--- config.mk ---
export PLATFORM = sky130hd
export DESIGN_NAME = ccs_ctrl
export DESIGN_NICKNAME = d
export VERILOG_FILES = /design/src/rtl/ccs_pkg.sv /design/src/rtl/ccs_ctrl.sv
export SDC_FILE = /design/constraint.sdc
export NUM_CORES = 1
export LEC_CHECK = 0
export BUFFER_PORTS_ARGS = -buffer_cell sky130_fd_sc_hd__buf_2
export CORE_MARGIN = 2
export CORE_UTILIZATION = 30
export CTS_CLUSTER_DIAMETER = 60
export DETAILED_ROUTE_END_ITERATION = 10
export PLACE_DENSITY_LB_ADDON = 0.1
export SETUP_SLACK_MARGIN = 0.02
export SYNTH_ARGS = -nofsm -noshare
export SYNTH_HDL_FRONTEND = slang
export SYNTH_SLANG_ARGS = --single-unit
--- constraint.sdc ---
create_clock -name clk -period 6.6 [get_ports clk]
set_clock_uncertainty 0.2 [all_clocks]
set_input_delay 0.99 -clock clk [delete_from_list [all_inputs] [get_ports clk]]
set_output_delay 0.99 -clock clk [all_outputs]
set_load 0.005 [all_outputs]
--- src/rtl/ccs_pkg.sv ---
package ccs_pkg;

    localparam int unsigned WORD_W      = 32;
    localparam int unsigned BLOCK_WORDS = 16;
    localparam int unsigned IDX_W       = 7;
    localparam int unsigned CFG_IDX_W   = 4;
    localparam int unsigned CFG_DATA_W  = 64;
    localparam int unsigned ROUNDS_W    = 5;

    // Byte index value that marks the keystream block as used up.
    localparam logic [IDX_W-1:0] BLOCK_BYTES = 7'd64;

    localparam logic [WORD_W-1:0] SIGMA_0 = 32'h6170_7865;
    localparam logic [WORD_W-1:0] SIGMA_1 = 32'h3320_646e;
    localparam logic [WORD_W-1:0] SIGMA_2 = 32'h7962_2d32;
    localparam logic [WORD_W-1:0] SIGMA_3 = 32'h6b20_6574;

    localparam logic [ROUNDS_W-1:0] ROUNDS_RESET = 5'd20;

    typedef logic [WORD_W-1:0] word_t;
    typedef logic [BLOCK_WORDS-1:0][WORD_W-1:0] block_t;

    typedef enum logic [CFG_IDX_W-1:0] {
        REG_KEY_01   = 4'd0,
        REG_KEY_23   = 4'd1,
        REG_KEY_45   = 4'd2,
        REG_KEY_67   = 4'd3,
        REG_NONCE_01 = 4'd4,
        REG_NONCE_2  = 4'd5,
        REG_START    = 4'd6,
        REG_ROUNDS   = 4'd7
    } cfg_reg_t;

    typedef enum logic [1:0] {
        ST_IDLE,
        ST_LOAD,
        ST_ROUND,
        ST_FINAL
    } ctrl_state_t;

    // Commands from the controller to the datapath.
    typedef struct packed {
        logic       cfg_we;
        logic       load;
        logic       step;
        logic [1:0] step_idx;
        logic       diag;
        logic       final_add;
        logic       take_byte;
    } cmd_t;

    // Status from the datapath to the controller.
    typedef struct packed {
        logic                need_block;
        logic [ROUNDS_W-1:0] dbl_rounds;
    } stat_t;

    // Builds the sixteen-word input state of one block.
    function automatic block_t init_state(
        input logic [3:0][CFG_DATA_W-1:0] key,
        input logic [CFG_DATA_W-1:0]      nonce01,
        input word_t                      nonce2,
        input word_t                      counter
    );
        block_t s;
        s[0]  = SIGMA_0;
        s[1]  = SIGMA_1;
        s[2]  = SIGMA_2;
        s[3]  = SIGMA_3;
        for (int k = 0; k < 4; k++)
        begin
            s[4 + 2 * k] = key[k][31:0];
            s[5 + 2 * k] = key[k][63:32];
        end
        s[12] = counter;
        s[13] = nonce01[31:0];
        s[14] = nonce01[63:32];
        s[15] = nonce2;
        return s;
    endfunction

endpackage

--- src/rtl/ccs_ctrl.sv ---
module ccs_ctrl (
    input  logic            clk,
    input  logic            rst_n,
    input  logic            in_valid,
    output logic            in_stall,
    output logic            out_valid,
    input  logic            out_stall,
    input  logic            cfg_valid,
    output logic            cfg_ready,
    input  ccs_pkg::stat_t  stat,
    output ccs_pkg::cmd_t   cmd
);

    ccs_pkg::ctrl_state_t state_reg, state_next;
    logic [1:0]                     step_reg, step_next;
    logic                           diag_reg, diag_next;
    logic [ccs_pkg::ROUNDS_W-1:0]   dr_reg, dr_next;
    logic                           out_valid_reg, out_valid_next;
    logic                           slot_free;

    always_ff @(posedge clk or negedge rst_n)
    begin
        if (!rst_n)
        begin
            state_reg     <= ccs_pkg::ST_IDLE;
            step_reg      <= 2'd0;
            diag_reg      <= 1'b0;
            dr_reg        <= '0;
            out_valid_reg <= 1'b0;
        end
        else
        begin
            state_reg     <= state_next;
            step_reg      <= step_next;
            diag_reg      <= diag_next;
            dr_reg        <= dr_next;
            out_valid_reg <= out_valid_next;
        end
    end

    assign slot_free = !out_valid_reg || !out_stall;

    always_comb
    begin
        state_next    = state_reg;
        step_next     = step_reg;
        diag_next     = diag_reg;
        dr_next       = dr_reg;
        cmd           = '0;
        cmd.step_idx  = step_reg;
        cmd.diag      = diag_reg;
        in_stall      = 1'b1;
        cfg_ready     = 1'b0;

        unique case (state_reg)
            ccs_pkg::ST_IDLE:
            begin
                cfg_ready     = 1'b1;
                cmd.cfg_we    = cfg_valid;
                in_stall      = !(slot_free && !stat.need_block);
                cmd.take_byte = in_valid && !in_stall;
                if (in_valid && stat.need_block)
                begin
                    state_next = ccs_pkg::ST_LOAD;
                end
            end
            ccs_pkg::ST_LOAD:
            begin
                cmd.load  = 1'b1;
                step_next = 2'd0;
                diag_next = 1'b0;
                dr_next   = '0;
                if (stat.dbl_rounds == '0)
                begin
                    state_next = ccs_pkg::ST_FINAL;
                end
                else
                begin
                    state_next = ccs_pkg::ST_ROUND;
                end
            end
            ccs_pkg::ST_ROUND:
            begin
                cmd.step  = 1'b1;
                step_next = step_reg + 2'd1;
                if (step_reg == 2'd3)
                begin
                    diag_next = !diag_reg;
                    if (diag_reg)
                    begin
                        dr_next = dr_reg + 1'b1;
                        if (dr_reg + 1'b1 == stat.dbl_rounds)
                        begin
                            state_next = ccs_pkg::ST_FINAL;
                        end
                    end
                end
            end
            ccs_pkg::ST_FINAL:
            begin
                cmd.final_add = 1'b1;
                state_next    = ccs_pkg::ST_IDLE;
            end
            default:
            begin
                state_next = ccs_pkg::ST_IDLE;
            end
        endcase

        out_valid_next = cmd.take_byte || (out_valid_reg && out_stall);
    end

    assign out_valid = out_valid_reg;

endmodule

==> run summary, run 1 <==
total gr overflow = 0
synthesized flop and latch total = 11
vias post-DR = 699
Synth Flop Type = dfrtp_1
worst reg2reg setup slack = 4.21 ns
global-route total usage across every layer = 13.4%
maxcap violations = 0
Die ar. = 0.00304 sq mm
Via density = 5.03
worst r2r path cells = 6
post-synthesis sequential area ratio = 35.1%
post-synthesis cell count = 86
Worst Path Max Fanout = 15
final worst path period need = 2.74 ns
fraction of layout cells with a size suffix above 1 = 25.7%
Pleak = 0.452 nW
Tot Pwr = 0.000321 W
Netlist cell types = 35
Die X = 55.1 um
xor and xnor area share after synthesis = 7.81%
worst reg2reg path endpoint = state_reg[0]
core footprint = 0.00248 sq mm
synthesized area = 785 sq um
placed inst area = 916 sq um
mux share of post-synthesis cell area = 1.28%
Max Clk Rate = 365 MHz
number of flip-flops in the largest register = 5
yosys warns = 0
Crit Path Category = reg2out
FF-to-FF Start = dr_reg[0]
final instance area = 942 sq um
largest net degree at the start of global routing = 16
I/O Buffers = 21
crit end category = primary output
Min-Delay Path Class = reg2reg
combinational family with the most area after synthesis = compound AO/OA/AOI/OAI gates
Mapped Avg Cell Area = 9.12 sq um
register area = 275 sq um
dpl cells = 135
Pre-antenna DRT Iters = 4
CP startpoint kind = flip-flop
Clock transition at path regs = 0.08 ns
number of H-tree levels = 1
Synth Area in Compound Gates = 20.6%
adder-cell share of the synthesized area = 9.57%
I/O pin total = 22
initial antenna violation count = 0
commonest non-fill, non-tap cell in the layout = buf_2
RSZ-0062 raised after global routing = false
final setup violating endpoints = 0
first-pass GRT wire length = 2770 um
residual DRC count = 0
FP Rows = 18
Avg WL per Cell = 12.9 um
Worst Setup SP = state_reg[0]
CTS Hold Buffers Added = 0
clock tree buffer depth = 2
Max VDD drop = 0.146 mV
initial core utilization = 31.7%
Simple-Gate Fraction of Synth Area = 19.9%
ANT cells = 0
Syn-to-layout area delta = 20.1%
fillers = 260
placer's final routability congestion estimate = 0.787
Slew Viols, Final = 0
asr flop ratio synth = 100%
Final Cycle Share = 41.6%
Critical Path RT = 5.41 ns
Worst Path Arrival = 1.55 ns
clk sinks = 11
CTS tree = yes
relative slew slack = 62.3%
commonest non-fill, non-tap cells in the layout = buf_2, dfrtp_1, inv_1
number of non-filler instances in the completed layout = 139
routed wire length = 1800 um
area of the multi-input gates = 464 sq um
worst slew pin tran = 0.561 ns
post-DP HPWL = 1390 um
post_cts resized = 0
Setup crit end = cmd[5]
number of global-route vias before repair = 584
status = completed
final hold violations = 0
Post-Syn Nets = 103
TritonCTS buffer count = 3
Post-synth EDFFs = 0
setup bufs post-CTS = 0
Die Y = 55.1 um
post-route ant nets = 0
Iteration-0 DRC Markers = 13
Root Driver = clkbuf_4
PD cells = 341 mW/mm^2
final net count = 127
setup_tns = 0 ns
Clock Latency Late Sink = 0.28 ns
==> cell usage after synthesis (3+ instances only) <==
master | number | share of area, %
a211oi_1 | 4 | 3.8
dfrtp_1 | 11 | 35
nand3_1 | 5 | 3.2
xor2_1 | 5 | 5.6
ha_1 | 6 | 9.6
nand2_1 | 3 | 1.4
o21ai_0 | 5 | 3.2
inv_1 | 9 | 4.3
nor2_1 | 6 | 2.9
==> power by group <==
group / switching (W) / total [W] / internal, W
logic: 0.0000918 / 0.000170 / 0.0000784
clock network: 0.0000261 / 0.0000496 / 0.0000235
registers: 0.0000184 / 0.000101 / 0.0000826
==> critical path, stage by stage (launching register included) <==
cell	delay [ns]
dfrtp_1	0.42
inv_1	0.15
ha_1	0.50
buf_2	0.21
==> worst min path at each step <==
stage,depth (start not counted),to,slack [ns],start
5_1_grt,1,dr_reg[4],0.33,dr_reg[4]
3_3_place_gp,2,out_valid,0.30,out_valid
2_1_floorplan,1,dr_reg[4],0.27,dr_reg[4]
3_5_place_dp,1,dr_reg[4],0.30,dr_reg[4]
6_report,1,dr_reg[4],0.31,dr_reg[4]
4_1_cts,1,dr_reg[4],0.31,dr_reg[4]
==> cell type report <==
cell class | count | share of cell area (%)
tap | 30 | 3.98
inverter | 9 | 3.59
sequential | 11 | 29.2
timing repair buffer | 21 | 11.2
clock buffer | 4 | 2.79
multi-input combinational | 64 | 49.3
==> through the flow <==
step	setup WS, ns	hold WS, ns	utilization (%)
2_1_floorplan	4.03	0.265	-
6_report	3.86	0.306	38.0
3_5_place_dp	3.82	0.300	37.0
4_1_cts	3.84	0.311	38.0
5_1_grt	3.77	0.332	38.0
3_3_place_gp	3.81	0.303	37.0
==> logic make-up after synthesis <==
group,after synthesis
simple gates,27
compound gates,23
xor+xnor,7
flops,11
mux,1
fa+ha+maj,6
buf+inv,11
==> per-layer routing <==
layer	GRT usage, %	part of all wire, %	vias to the layer above
li1	-	-	358
met1	17.9	47	324
met2	20.4	47	13
met3	2.42	4.3	4
met4	7.32	1.9	0
met5	0	0	-
Power figures use the tool's default switching activity.
==> run 2, diff against run 1 <==
Settings changed: ABC_AREA from default to 1.
Clock period 6.6 ns to 2.4 ns, I/O delays scaled along.
==> run summary, run 2 <==
yosys warns = 0 (unchanged)
post-synthesis sequential area ratio = 36.0% (+0.92 points)
initial antenna violation count = 0 (unchanged)
FF-to-FF Start = dr_reg[0]
Iteration-0 DRC Markers = 10 (-3)
crit end category = primary output
Syn-to-layout area delta = 22.4%
Post-synth EDFFs = 0 (unchanged)
clock tree buffer depth = 2 (unchanged)
Die ar. = 0.00297 sq mm (-2.4%)
Mapped Avg Cell Area = 7.42 sq um (-19%)
I/O pin total = 22 (unchanged)
Worst Path Arrival = 1.40 ns (-0.15 ns)
Final Cycle Share = 81.6%
P_sw = 0.000476 W (+250%)
Seq pwr share = 31.8% (+0.3 points)
residual DRC count = 0 (unchanged)
post-route ant nets = 0 (unchanged)
RSZ-0062 raised after global routing = false
post_cts resized = 0 (unchanged)
buffers plus inverters on the worst setup path = 2 (unchanged)
fraction of layout cells with a size suffix above 1 = 28.9% (+3.2 points)
Worst Setup SP = state_reg[0]
Int Power = 0.000539 W (+190%)
Crit path largest cell delay = 0.42 ns (-0.08 ns)
commonest non-fill, non-tap cells in the layout = nand2_1, buf_2, inv_1
I/O Buffers = 21 (unchanged)
final setup violating endpoints = 0 (unchanged)
most frequent cell after synthesis = nand2_1
final instance area = 936 sq um (-0.66%)
Max Clk Rate = 511 MHz
Clock transition at path regs = 0.08 ns (about the same)
Crit Path Category = reg2out
CTS tree = yes
Clock Latency Late Sink = 0.27 ns (about the same)
placer's final routability congestion estimate = 0.738 (-6.3%)
worst slew pin tran = 0.323 ns (-0.238 ns)
relative slew slack = 78.3% (+16 points)
Clock power frac = 13.1% (-2.4 points)
Synth area leaders = dfrtp_1, nand2_1, ha_1
CP startpoint kind = flip-flop
clk sinks = 11 (unchanged)
Setup WS post-layout = 0.442 ns (-3.42 ns)
ANT cells = 0 (unchanged)
combinational group share of total power = 55.1% (+2.0 points)
setup_tns = 0 ns (unchanged)
PD cells = 1080 mW/mm^2 (+220%)
asr flop ratio synth = 100% (unchanged)
vias post-DR = 716 (+2.4%)
worst reg2reg setup slack = 0.58 ns (-3.63 ns)
Min-Delay Path Class = in2reg
Via density = 4.53 (-9.9%)
routed wire length = 1650 um (-8.3%)
number of global-route vias before repair = 646 (+11%)
fillers = 263 (+1.2%)
Root Driver = clkbuf_4
Pleak = 0.512 nW (+13%)
Post-Syn Nets = 120 (+17%)
Slew Viols, Final = 0 (unchanged)
switching part of the total power = 46.9% (+4.4 points)
Avg WL per Cell = 10.4 um (-19%)
number of flip-flops in the largest register = 5 (unchanged)
FP Rows = 18 (unchanged)
final worst path period need = 1.96 ns
Netlist cell types = 21 (-40%)
post-DP HPWL = 1370 um (-1.6%)
Die X = 54.5 um (-1.2%)
area leader, netlist = dfrtp_1
Synth top cells by count = nand2_1, inv_1, dfrtp_1
number of H-tree levels = 1 (unchanged)
first-pass GRT wire length = 2860 um (+3.5%)
initial core utilization = 31.1% (-0.52 points)
post-synth top area share = 36.0% (+0.92 points)
core footprint = 0.00245 sq mm (-0.91%)
Crit path max-delay family = flip-flops
post-synthesis cell count = 103 (+20%)
TritonCTS buffer count = 3 (unchanged)
synthesized flop and latch total = 11 (unchanged)
Die Y = 54.5 um (-1.2%)
final net count = 146 (+15%)
global-route total usage across every layer = 13.9% (+0.49 points)
Layout Utilization = 38.1% (+0.094 points)
largest net degree at the start of global routing = 12 (-4)
commonest non-fill, non-tap cell in the layout = nand2_1
final hold violations = 0 (unchanged)
Hold Crit Start = out_stall
Pre-antenna DRT Iters = 4 (unchanged)
Worst Path Max Fanout = 5 (-10)
CP max stage cell = dfrtp_1
CP cell instances = inv_1, ha_1, nand3_1, nor2_1, buf_2
status = completed
total gr overflow = 0 (unchanged)
Critical Path RT = 1.84 ns (-3.57 ns)
Synth Flop Type = dfrtp_1
maxcap violations = 0 (unchanged)
Max VDD drop = 0.506 mV (+250%)
synthesized area = 764 sq um (-2.6%)
worst slack at placement = 0.564 ns (-3.25 ns)
placed inst area = 900 sq um (-1.8%)
## run 2: cell count changes after synthesis, moves of 4 or more
| cell | delta |
|---|---|
| xor2_1 | -5 |
| nand2_1 | +20 |
| nor2_1 | -4 |
| inv_1 | +10 |
| nand2_2 | +6 |
| a211oi_1 | -4 |
## run 2: worst register-to-register path, cell delays in order (launching register included)
cell and delay (ns):
dfrtp_1 0.45, ha_1 0.32, inv_1 0.05, nand2_1 0.05, nand2_1 0.08, nor2_4 0.11, nand3_2 0.06, nor2_2 0.09
nand3_2 0.07, nand2_2 0.08, nand2_2 0.06, nand2_1 0.06, nand2_1 0.05
## run 2: path summary, 6_finish.rpt
kind                                endpoint  cells past startpoint
worst max-delay path                  cmd[0]                      5
worst min-delay path               out_valid                      3
worst max register to register  state_reg[0]                     12
worst min register to register   step_reg[0]                      1
max in group asynchronous          dr_reg[1]                      2
min in group asynchronous          dr_reg[2]                      2
## run 2: power by group through the flow
stage	Sequential, W	Clock, W	Combinational (W)
after floorplan	0.000313	0	0.000419
after global placement	0.000325	0	0.000568
after detailed placement	0.000326	0	0.000570
after CTS	0.000324	0.000141	0.000572
after global routing	0.000338	0.000152	0.000652
final	0.000323	0.000133	0.000559
## run 2: cell families (layout without fill, tap and decap cells)
group / count (synthesis) / in the layout / synth area share [%]
fa+ha+maj: 6 / 6 / 9.82
flops: 11 / 11 / 36.0
compound gates: 16 / 16 / 11.3
buf+inv: 22 / 47 / 11.3
simple gates: 48 / 48 / 31.6
## run 2: repair_timing
| action | in CTS | in global routing |
|---|---|---|
| buffers inserted | 0 | 0 |
| endpoints found under the hold margin | 11 | 0 |
| hold buffers | 1 | 0 |
## run 2: per-stage QoR
step	total power, W	hold WS (ns)	cells
global route	0.00114	0.113	158
detailed placement	0.000896	0.0547	153
floorplan	0.000731	-0.136	103
global placement	0.000893	0.0586	153
CTS	0.00104	0.112	158
finish	0.00102	0.119	158
## run 2: area by class of cell
class	count	area (sq um)	share of cell area (%)
multi-input cells	70	403	43.0
repair buffers	22	115	12.3
well taps	30	37.5	4.01
clock buffers	4	26.3	2.81
inverters	21	78.8	8.42
flip-flops and latches	11	275	29.4
## run 2: layer usage
metal / vias to the layer above / GRT usage (%) / part of all wire (%)
met4: 0 / 5.83 / 0.55
met1: 317 / 17.0 / 46
li1: 381 / - / -
met5: - / 0 / 0
met2: 16 / 22.1 / 49
met3: 2 / 4.92 / 4.1
